===== config.mk =====
export PLATFORM = sky130hd
export DESIGN_NAME = dmse_ctrl
export DESIGN_NICKNAME = d
export VERILOG_FILES = /design/src/hdl/dmse_pkg.sv /design/src/hdl/dmse_ctrl.sv
export SDC_FILE = /design/constraint.sdc
export NUM_CORES = 1
export LEC_CHECK = 0
export BUFFER_PORTS_ARGS = -buffer_cell sky130_fd_sc_hd__buf_2
export CAP_MARGIN = 10
export CORE_ASPECT_RATIO = 1.4
export CORE_MARGIN = 2
export CORE_UTILIZATION = 35
export CTS_BUF_LIST = sky130_fd_sc_hd__clkbuf_8
export DETAILED_ROUTE_END_ITERATION = 16
export RECOVER_POWER = 25
export SLEW_MARGIN = 20
export SYNTH_ARGS = -nofsm -noshare
export SYNTH_HDL_FRONTEND = slang
export SYNTH_SLANG_ARGS = --single-unit
export TNS_END_PERCENT = 100

===== constraint.sdc =====
create_clock -name i_clk -period 2.25 [get_ports i_clk]
set_input_delay 0.675 -clock i_clk [delete_from_list [all_inputs] [get_ports i_clk]]
set_output_delay 0.675 -clock i_clk [all_outputs]
set_load 0.01 [all_outputs]

===== src/hdl/dmse_pkg.sv =====
// ----------------------------------------------------------------------------
// dmse_pkg
// Shared codes and controller/datapath command and status types for the
// degree matrix swap engine.
// ----------------------------------------------------------------------------
package dmse_pkg;

    localparam logic [1:0] OP_LOAD = 2'd0;
    localparam logic [1:0] OP_SWAP = 2'd1;
    localparam logic [1:0] OP_READ = 2'd2;

    localparam logic [1:0] ST_OK        = 2'd0;
    localparam logic [1:0] ST_BAD_INDEX = 2'd1;
    localparam logic [1:0] ST_LIGHT     = 2'd2;
    localparam logic [1:0] ST_NO_CAP    = 2'd3;

    // pair entry selects: (row,col) taken from the item indices
    localparam logic [2:0] P_RACA = 3'd0;
    localparam logic [2:0] P_CARA = 3'd1;
    localparam logic [2:0] P_RBCB = 3'd2;
    localparam logic [2:0] P_CBRB = 3'd3;
    localparam logic [2:0] P_RACB = 3'd4;
    localparam logic [2:0] P_CBRA = 3'd5;
    localparam logic [2:0] P_RBCA = 3'd6;
    localparam logic [2:0] P_CARB = 3'd7;

    // single index selects
    localparam logic [1:0] X_RA = 2'd0;
    localparam logic [1:0] X_CA = 2'd1;
    localparam logic [1:0] X_RB = 2'd2;
    localparam logic [1:0] X_CB = 2'd3;

    localparam logic [1:0] RES_ZERO = 2'd0;
    localparam logic [1:0] RES_RD   = 2'd1;
    localparam logic [1:0] RES_K    = 2'd2;

    typedef struct packed {
        logic       latch;
        logic       clr;
        logic       p_rd;
        logic       p_we;
        logic [2:0] p_sel;
        logic       r_rd;
        logic [1:0] r_sel;
        logic       r_we;
        logic       r_wsel;
        logic       div_go;
        logic       div_mod;
        logic [1:0] div_q;
        logic       mul_go;
        logic       mul_sel;
        logic       lim_init;
        logic       lim_upd;
        logic       emit;
        logic [1:0] emit_st;
        logic [1:0] emit_res;
    } t_cmd;

    typedef struct packed {
        logic [1:0] op;
        logic       rw_bad;
        logic       sw_bad;
        logic       diag;
        logic       light;
        logic       clr_last;
        logic       div_done;
        logic       mul_done;
        logic       cap_fail;
        logic       ovf;
    } t_sts;

endpackage


===== src/hdl/dmse_ctrl.sv =====
// ----------------------------------------------------------------------------
// dmse_ctrl
// Sequencer: clearing pass, load, read and swap attempt command sequences.
// ----------------------------------------------------------------------------
module dmse_ctrl (
    input  logic           i_clk,
    input  logic           i_rst_n,
    input  logic           start,
    output logic           busy,
    input  dmse_pkg::t_sts i_sts,
    output dmse_pkg::t_cmd o_cmd
);
    import dmse_pkg::*;

    localparam logic [4:0] S_CLR  = 5'd0;
    localparam logic [4:0] S_IDLE = 5'd1;
    localparam logic [4:0] S_DEC  = 5'd2;
    localparam logic [4:0] S_RD1  = 5'd3;
    localparam logic [4:0] S_RD2  = 5'd4;
    localparam logic [4:0] S_L1   = 5'd5;
    localparam logic [4:0] S_L2   = 5'd6;
    localparam logic [4:0] S_L3   = 5'd7;
    localparam logic [4:0] S_L4   = 5'd8;
    localparam logic [4:0] S_L5   = 5'd9;
    localparam logic [4:0] S_SA   = 5'd10;
    localparam logic [4:0] S_SB   = 5'd11;
    localparam logic [4:0] S_SC   = 5'd12;
    localparam logic [4:0] S_SD   = 5'd13;
    localparam logic [4:0] S_DVR  = 5'd14;
    localparam logic [4:0] S_DVG  = 5'd15;
    localparam logic [4:0] S_DVW  = 5'd16;
    localparam logic [4:0] S_M1   = 5'd17;
    localparam logic [4:0] S_M1W  = 5'd18;
    localparam logic [4:0] S_M2   = 5'd19;
    localparam logic [4:0] S_M2W  = 5'd20;
    localparam logic [4:0] S_MOD  = 5'd21;
    localparam logic [4:0] S_MODW = 5'd22;
    localparam logic [4:0] S_CHK  = 5'd23;
    localparam logic [4:0] S_WR   = 5'd24;

    logic [4:0] r_state, n_state;
    logic [1:0] r_q, n_q;
    logic [2:0] r_w, n_w;

    always_ff @(posedge i_clk) begin
        if (!i_rst_n) begin
            r_state <= S_CLR;
            r_q     <= '0;
            r_w     <= '0;
        end else begin
            r_state <= n_state;
            r_q     <= n_q;
            r_w     <= n_w;
        end
    end

    always_comb begin
        n_state = r_state;
        n_q     = r_q;
        n_w     = r_w;
        o_cmd   = '0;
        case (r_state)
            S_CLR: begin
                o_cmd.clr = 1'b1;
                if (i_sts.clr_last) begin
                    n_state = S_IDLE;
                end
            end
            S_IDLE: begin
                if (start) begin
                    o_cmd.latch = 1'b1;
                    n_state     = S_DEC;
                end
            end
            S_DEC: begin
                case (i_sts.op)
                    OP_LOAD, OP_READ: begin
                        if (i_sts.rw_bad) begin
                            o_cmd.emit    = 1'b1;
                            o_cmd.emit_st = ST_BAD_INDEX;
                            n_state       = S_IDLE;
                        end else begin
                            o_cmd.p_rd  = 1'b1;
                            o_cmd.p_sel = P_RACA;
                            o_cmd.r_rd  = 1'b1;
                            o_cmd.r_sel = X_RA;
                            n_state     = (i_sts.op == OP_READ) ? S_RD1 : S_L1;
                        end
                    end
                    OP_SWAP: begin
                        if (i_sts.sw_bad) begin
                            o_cmd.emit    = 1'b1;
                            o_cmd.emit_st = ST_BAD_INDEX;
                            n_state       = S_IDLE;
                        end else begin
                            o_cmd.p_rd  = 1'b1;
                            o_cmd.p_sel = P_RACA;
                            n_state     = S_SA;
                        end
                    end
                    default: begin
                        o_cmd.emit = 1'b1;
                        n_state    = S_IDLE;
                    end
                endcase
            end
            S_RD1: n_state = S_RD2;
            S_RD2: begin
                o_cmd.emit     = 1'b1;
                o_cmd.emit_res = RES_RD;
                n_state        = S_IDLE;
            end
            S_L1: n_state = S_L2;
            S_L2: begin
                o_cmd.r_we  = 1'b1;
                o_cmd.r_rd  = 1'b1;
                o_cmd.r_sel = X_CA;
                n_state     = S_L3;
            end
            S_L3: n_state = S_L4;
            S_L4: begin
                o_cmd.r_we   = !i_sts.diag;
                o_cmd.r_wsel = 1'b1;
                o_cmd.p_we   = 1'b1;
                o_cmd.p_sel  = P_RACA;
                n_state      = S_L5;
            end
            S_L5: begin
                o_cmd.p_we  = 1'b1;
                o_cmd.p_sel = P_CARA;
                o_cmd.emit  = 1'b1;
                n_state     = S_IDLE;
            end
            S_SA: begin
                o_cmd.p_rd  = 1'b1;
                o_cmd.p_sel = P_RBCB;
                n_state     = S_SB;
            end
            S_SB: begin
                o_cmd.p_rd  = 1'b1;
                o_cmd.p_sel = P_RACB;
                n_state     = S_SC;
            end
            S_SC: begin
                o_cmd.p_rd  = 1'b1;
                o_cmd.p_sel = P_RBCA;
                n_state     = S_SD;
            end
            S_SD: begin
                if (i_sts.light) begin
                    o_cmd.emit    = 1'b1;
                    o_cmd.emit_st = ST_LIGHT;
                    n_state       = S_IDLE;
                end else begin
                    o_cmd.lim_init = 1'b1;
                    n_q            = X_RA;
                    n_state        = S_DVR;
                end
            end
            S_DVR: begin
                o_cmd.r_rd  = 1'b1;
                o_cmd.r_sel = r_q;
                n_state     = S_DVG;
            end
            S_DVG: begin
                o_cmd.div_go = 1'b1;
                o_cmd.div_q  = r_q;
                n_state      = S_DVW;
            end
            S_DVW: begin
                if (i_sts.div_done) begin
                    if (r_q == X_CB) begin
                        n_state = S_M1;
                    end else begin
                        n_q     = r_q + 2'd1;
                        n_state = S_DVR;
                    end
                end
            end
            S_M1: begin
                o_cmd.mul_go = 1'b1;
                n_state      = S_M1W;
            end
            S_M1W, S_M2W: begin
                if (i_sts.mul_done) begin
                    if (i_sts.cap_fail) begin
                        o_cmd.emit    = 1'b1;
                        o_cmd.emit_st = ST_NO_CAP;
                        n_state       = S_IDLE;
                    end else begin
                        o_cmd.lim_upd = 1'b1;
                        n_state       = (r_state == S_M1W) ? S_M2 : S_MOD;
                    end
                end
            end
            S_M2: begin
                o_cmd.mul_go  = 1'b1;
                o_cmd.mul_sel = 1'b1;
                n_state       = S_M2W;
            end
            S_MOD: begin
                o_cmd.div_go  = 1'b1;
                o_cmd.div_mod = 1'b1;
                n_state       = S_MODW;
            end
            S_MODW: begin
                if (i_sts.div_done) begin
                    n_state = S_CHK;
                end
            end
            S_CHK: begin
                if (i_sts.ovf) begin
                    o_cmd.emit    = 1'b1;
                    o_cmd.emit_st = ST_NO_CAP;
                    n_state       = S_IDLE;
                end else begin
                    n_w     = '0;
                    n_state = S_WR;
                end
            end
            S_WR: begin
                o_cmd.p_we  = 1'b1;
                o_cmd.p_sel = r_w;
                n_w         = r_w + 3'd1;
                if (r_w == P_CARB) begin
                    o_cmd.emit     = 1'b1;
                    o_cmd.emit_res = RES_K;
                    n_state        = S_IDLE;
                end
            end
            default: n_state = S_IDLE;
        endcase
    end

    assign busy = (r_state != S_IDLE);

    a_accept_busy: assert property (@(posedge i_clk) disable iff (!i_rst_n)
        (start && !busy) |=> busy)
        else $error("accepted item did not raise busy");

    a_emit_idle: assert property (@(posedge i_clk) disable iff (!i_rst_n)
        o_cmd.emit |=> (r_state == S_IDLE))
        else $error("sequencer not idle after result");

    a_div_run: assert property (@(posedge i_clk) disable iff (!i_rst_n)
        o_cmd.div_go |=> !i_sts.div_done)
        else $error("divider finished too early");

endmodule


==> impl_metrics.tcl, run 1 <==
set metrics [dict create \
    final-seq-area_um2 216 \
    die_w_um 53.8 \
    drt_pass1_iterations 4 \
    drive_gt1_share_pct 43.7 \
    synth_top_area_share_pct 16.5 \
    worstSetupStartpointType "register" \
    rr_startpoint "r_state[1]" \
    core_um2 3350 \
    clk_pin_slew_ps 50 \
    syn_nets 199 \
    path_max_fanout 7 \
    setup_tns_ps 0 \
    ys_ff_latch 10 \
    rows 25 \
    ir_drop_uv 467 \
    route.detailed.drc 0 \
    worst_setup_path_end_kind "output port" \
    cts_buffers 3 \
    htree_levels 1 \
    port_buffers 39 \
    hold_violations 0 \
    async_reset_ff_share_pct 0 \
    hp-class "reg2reg" \
    min_period_over_period_pct 98.0 \
    max_slew_margin_pct 71.2 \
    setup_viol 0 \
    gp_congestion 0.905 \
    yosys.area.top_type "dfxtp_1" \
    synth_area_um2 1210 \
    fin_crit_ps 2210 \
    startpoint "r_state[1]" \
    antenna_found_initial 0 \
    cts_hold_buffers 0 \
    postLayoutCoreUtil_pct 54.9 \
    grt_pass1_vias 1497 \
    yosysWarnings 0 \
    clk_latency_ps 240 \
    cts_tree "built" \
    vias 1612 \
    rsz0062_at_grt "true" \
    synth_top_flop_cell "dfxtp_1" \
    ff2ff_setup_slack_ps 150 \
    p_per_area_nw_per_um2 696 \
    start_util_pct 36.3 \
    ff2ff_path_depth 9 \
    final_antenna_net_count 0 \
    grt_max_degree 20 \
    grt_use_total_pct 23.5 \
    endpoint "o_cmd[1]" \
    grt_first_pass_wirelength_um 6910 \
    cts_buffer_depth 2 \
    syn_inst 182 \
    skew_ps 2.45 \
    critical_path_arrival_ps 1530 \
    status "finished, final reports clean" \
    wl_per_cell_um 15.7 \
    syn2layout_area_growth_pct 51.4 \
    multi_input_area_um2 1030 \
    slew_violations 0 \
    final_nets 263 \
    fillCellCount 324 \
    num_io_pins 40 \
    syn_avg_cell_area_um2 6.67 \
    die-area_um2 3960 \
    synth-edff-count 0 \
    drt_iter0_drc 40 \
    grt-ovfl-total 0 \
    crit_required_ps 1570 \
    p_leak_nw 0.823 \
    dpl.hpwl_um 3300 \
    ys_types 46 \
    vias_per_cell 5.66 \
    worst-setup-path-type "reg2out" \
    antenna_cells 0 \
    drt_wl_total_um 4470 \
    maxCapViolCount 0 \
    cts_root_buffer "clkbuf_8" \
    fmax_mhz 454 \
    r2r-end "r_state[3]" \
    yosys-top-cells-area "dfxtp_1, a21oi_1, nor2_1, nor3_1, nand2_1" \
    dieHeight_um 73.7 \
    tightest_slew_ps 430 \
    cts.sinks 10 \
    ys_seq_area_share_pct 16.5 \
]
worst min-delay path by stage:
| stage | startpoint | to | cells past startpoint |
|---|---|---|---|
| CTS | r_q[0] | r_q[0] | 2 |
| global placement | r_q[1] | r_q[1] | 2 |
| floorplan | r_q[1] | r_q[1] | 2 |
| global route | r_q[0] | r_q[0] | 2 |
| finish | r_q[1] | r_q[1] | 2 |
| detailed placement | r_q[0] | r_q[0] | 2 |
registers in the layout, indices dropped and copies added (netlist names):
register,flops
r_q,2
r_state,5
r_w,3
area by class of cell:
| class | instances | share of cell area [%] |
|---|---|---|
| multi-input cells | 152 | 55.8 |
| repair buffers | 74 | 25.7 |
| flip-flops and latches | 10 | 11.8 |
| clock buffers | 4 | 3.00 |
| well taps | 40 | 2.72 |
| inverters | 5 | 1.02 |
logic make-up (layout without fill, tap and decap cells):
| family | count (synthesis) | after routing | share of synthesized area, % |
|---|---|---|---|
| compound gates | 58 | 58 | 32.1 |
| xor+xnor | 1 | 1 | 0.722 |
| fa+ha+maj | 4 | 4 | 3.92 |
| buf+inv | 20 | 83 | 7.63 |
| flops | 10 | 10 | 16.5 |
| mux | 2 | 2 | 1.65 |
| simple gates | 87 | 87 | 37.5 |
where the power goes:
group	internal [mW]	switching, mW	total [mW]
logic	0.379	0.434	0.812
registers	0.202	0.0298	0.232
clock network	0.155	0.0803	0.235
total	0.735	0.544	1.28
through the flow:
stage	setup WS, ps	cell area [um2]	instances	hold slack [ps]	total power [mW]
after floorplan	6.34	1220	182	449	0.649
after global placement	41.7	1590	272	468	0.873
after detailed placement	2.24	1590	272	472	0.873
after CTS	2.58	1720	280	479	1.18
after global routing	-24.1	1840	285	525	1.36
final	44.9	1840	285	479	1.28
placed cells by master (no fill, tap or decap), types with 3 or more instances in the layout:
| cell | Yosys | routed |
|---|---|---|
| o211ai_1 | 6 | 6 |
| nor3_1 | 13 | 9 |
| and3_1 | 5 | 5 |
| dfxtp_4 | 0 | 4 |
| nor2b_1 | 5 | 3 |
| nor2_4 | 1 | 3 |
| nand2_1 | 15 | 14 |
| ha_1 | 3 | 3 |
| dfxtp_1 | 10 | 5 |
| buf_4 | 0 | 29 |
| buf_2 | 2 | 39 |
| nor3_2 | 0 | 3 |
| nand3b_1 | 4 | 4 |
| o21ai_0 | 11 | 10 |
| inv_1 | 4 | 4 |
| nand3_1 | 8 | 8 |
| a21oi_1 | 22 | 22 |
| clkbuf_8 | 0 | 4 |
| buf_6 | 2 | 3 |
| nor2_1 | 22 | 18 |
synthesized netlist by cell type, drive strengths merged, types with 3 or more instances:
library cell and count:
nand2b 3, nor2b 5, buf 6, dfxtp 10, ha 3, nor2 23
clkbuf 9, nand2 15, and3 5, nor3b 3, nand3b 4, a21oi 22
o211ai 7, o21ai 11, nor3 13, nand3 8, inv 4
metal layers:
layer / share of wire [%] / track usage (%) / up-vias
li1: - / - / 798
met1: 38 / 29.9 / 735
met2: 53 / 38.2 / 63
met3: 5.5 / 2.64 / 16
met4: 3.6 / 12.0 / 0
met5: 0 / 0 / -
worst max-delay path, cell delays in order, from the launching register on:
cell and delay, ps:
dfxtp_4 370, buf_6 140, or3_4 410, nor2_4 110, and2_1 140, buf_2 130
repair_timing:
item | CTS | global route
gates resized for setup | 15 | 24
pin swaps | 2 | 7
setup buffers | 4 | 5
endpoints found under the setup margin | 11 | 16
(Power assumes the default switching activity.)
==> run 2, diff against run 1 <==
Settings changed: CORE_UTILIZATION 35 to 49, PLACE_DENSITY from default to 0.78.
==> impl_metrics.tcl, run 2 (same netlist as run 1, synthesis figures left out) <==
set metrics [dict create \
    worst-setup-path-type "reg2out" \
    worst_setup_path_end_kind "output port" \
    min_period_over_period_pct 99.0 \
    postPlaceCellArea_um2 1570 \
    cts_buffer_depth 2 \
    hp-class "reg2reg" \
    path_max_fanout 11 \
    rows 21 \
    cts_buffers 3 \
    grt-ovfl-total 0 \
    syn2layout_area_growth_pct 47.7 \
    dieHeight_um 62.9 \
    ir_drop_uv 650 \
    drt_iter0_drc 92 \
    cts_hold_buffers 0 \
    grt_first_pass_wirelength_um 7410 \
    cts.sinks 10 \
    cts_tree "built" \
    fmax_mhz 449 \
    grt_max_degree 18 \
    rsz0062_at_grt "true" \
    largest-register "r_state" \
    final_antenna_net_count 0 \
    holdWs_ps 476 \
    port_buffers 39 \
    max_slew_margin_pct 64.4 \
    p_leak_nw 0.797 \
    dpl.hpwl_um 3390 \
    clk_pin_slew_ps 50 \
    setup_viol 0 \
    wl_per_cell_um 17.5 \
    drive_gt1_share_pct 42.3 \
    gp_congestion 1.01 \
    slew_violations 0 \
    status "finished, final reports clean" \
    grt_use_total_pct 33.7 \
    clk_latency_ps 240 \
    grt_pass1_vias 1635 \
    tightest_slew_ps 529 \
    dp.cells 255 \
    p_per_area_nw_per_um2 722 \
    route.detailed.drc 0 \
    drt_wl_total_um 4630 \
    drt_pass1_iterations 5 \
    design_area_um2 1790 \
    maxCapViolCount 0 \
    critical_path_arrival_ps 1550 \
    fin_crit_ps 2230 \
    core_um2 2360 \
    antenna_found_initial 0 \
    hold_violations 0 \
    skew_ps 2.06 \
    postLayoutCoreUtil_pct 75.8 \
    worstSetupStartpointType "register" \
    die_w_um 46.1 \
    num_io_pins 40 \
    final_nets 259 \
    die-area_um2 2900 \
    largest_reg_flops 5 \
    start_util_pct 51.3 \
    final_cell_mix "buf_2, buf_4, a21oi_1" \
    fillCellCount 175 \
    crit_required_ps 1570 \
    vias_per_cell 6.51 \
    antenna_cells 0 \
    vias 1718 \
    htree_levels 1 \
    final_common_cell "buf_2" \
    stdcell_count 264 \
    cts_root_buffer "clkbuf_8" \
    largestRegisters "r_state x5, r_w x3, r_q x2" \
    setup_tns_ps 0 \
]
run 2: changes by cell type in the layout (fill, tap and decap cells not counted), sizes merged:
| cell | change |
|---|---|
| clkinv | -1 |
| clkinvlp | +1 |
| buf | -3 |
| clkbuf | -1 |
run 2: final cells by class:
cell class	count	area (um2)	area share, %
inverter	5	22.5	1.26
clock buffer	4	55.1	3.07
timing repair buffer	70	449	25.1
sequential	10	219	12.2
multi-input combinational	152	1020	56.8
tap	23	28.8	1.61
run 2: per-stage QoR:
stage	worst slack, ps	power (mW)
after global placement	58.4	0.865
after floorplan	6.34	0.649
after CTS	2.06	1.13
after global routing	-38.3	1.36
final	21.5	1.29
after detailed placement	-6.46	0.883
run 2: timing repair:
item                                    in CTS  in global routing
buffers inserted                             0                  5
endpoints found under the setup margin      16                 10
pin swaps                                    3                  4
gates resized for setup                     13                 24
run 2: path summary, 6_finish.rpt:
path	startpoint	end	slack [ps]	cells past startpoint
worst min-delay path	r_q[1]	r_q[1]	480	2
worst min register to register	r_q[1]	r_q[1]	480	2
worst max register to register	r_state[1]	r_q[1]	180	7
worst max-delay path	r_state[0]	o_cmd[4]	20	8
run 2: report_power, final:
group / internal (mW) / switching, mW / leakage [nW] / total [mW]
Clock: 0.154 / 0.0705 / 0.0288 / 0.224
Sequential: 0.201 / 0.0584 / 0.0847 / 0.260
Combinational: 0.374 / 0.437 / 0.683 / 0.811
run 2: worst max-delay path, stage by stage, from the launching register on:
cell and delay (ps):
dfxtp_4 440, buf_6 170, nand3b_1 130, nor2_2 130, a21boi_2 70, nand2_1 90
nor2_1 50, o21ai_1 80, buf_2 150
run 2: metal layers:
metal	vias up	track usage [%]	part of all wire, %
met5	-	0	0
met4	0	21.1	5.5
met3	29	5.20	8.4
met2	113	53.1	49
met1	782	40.4	37
li1	794	-	-
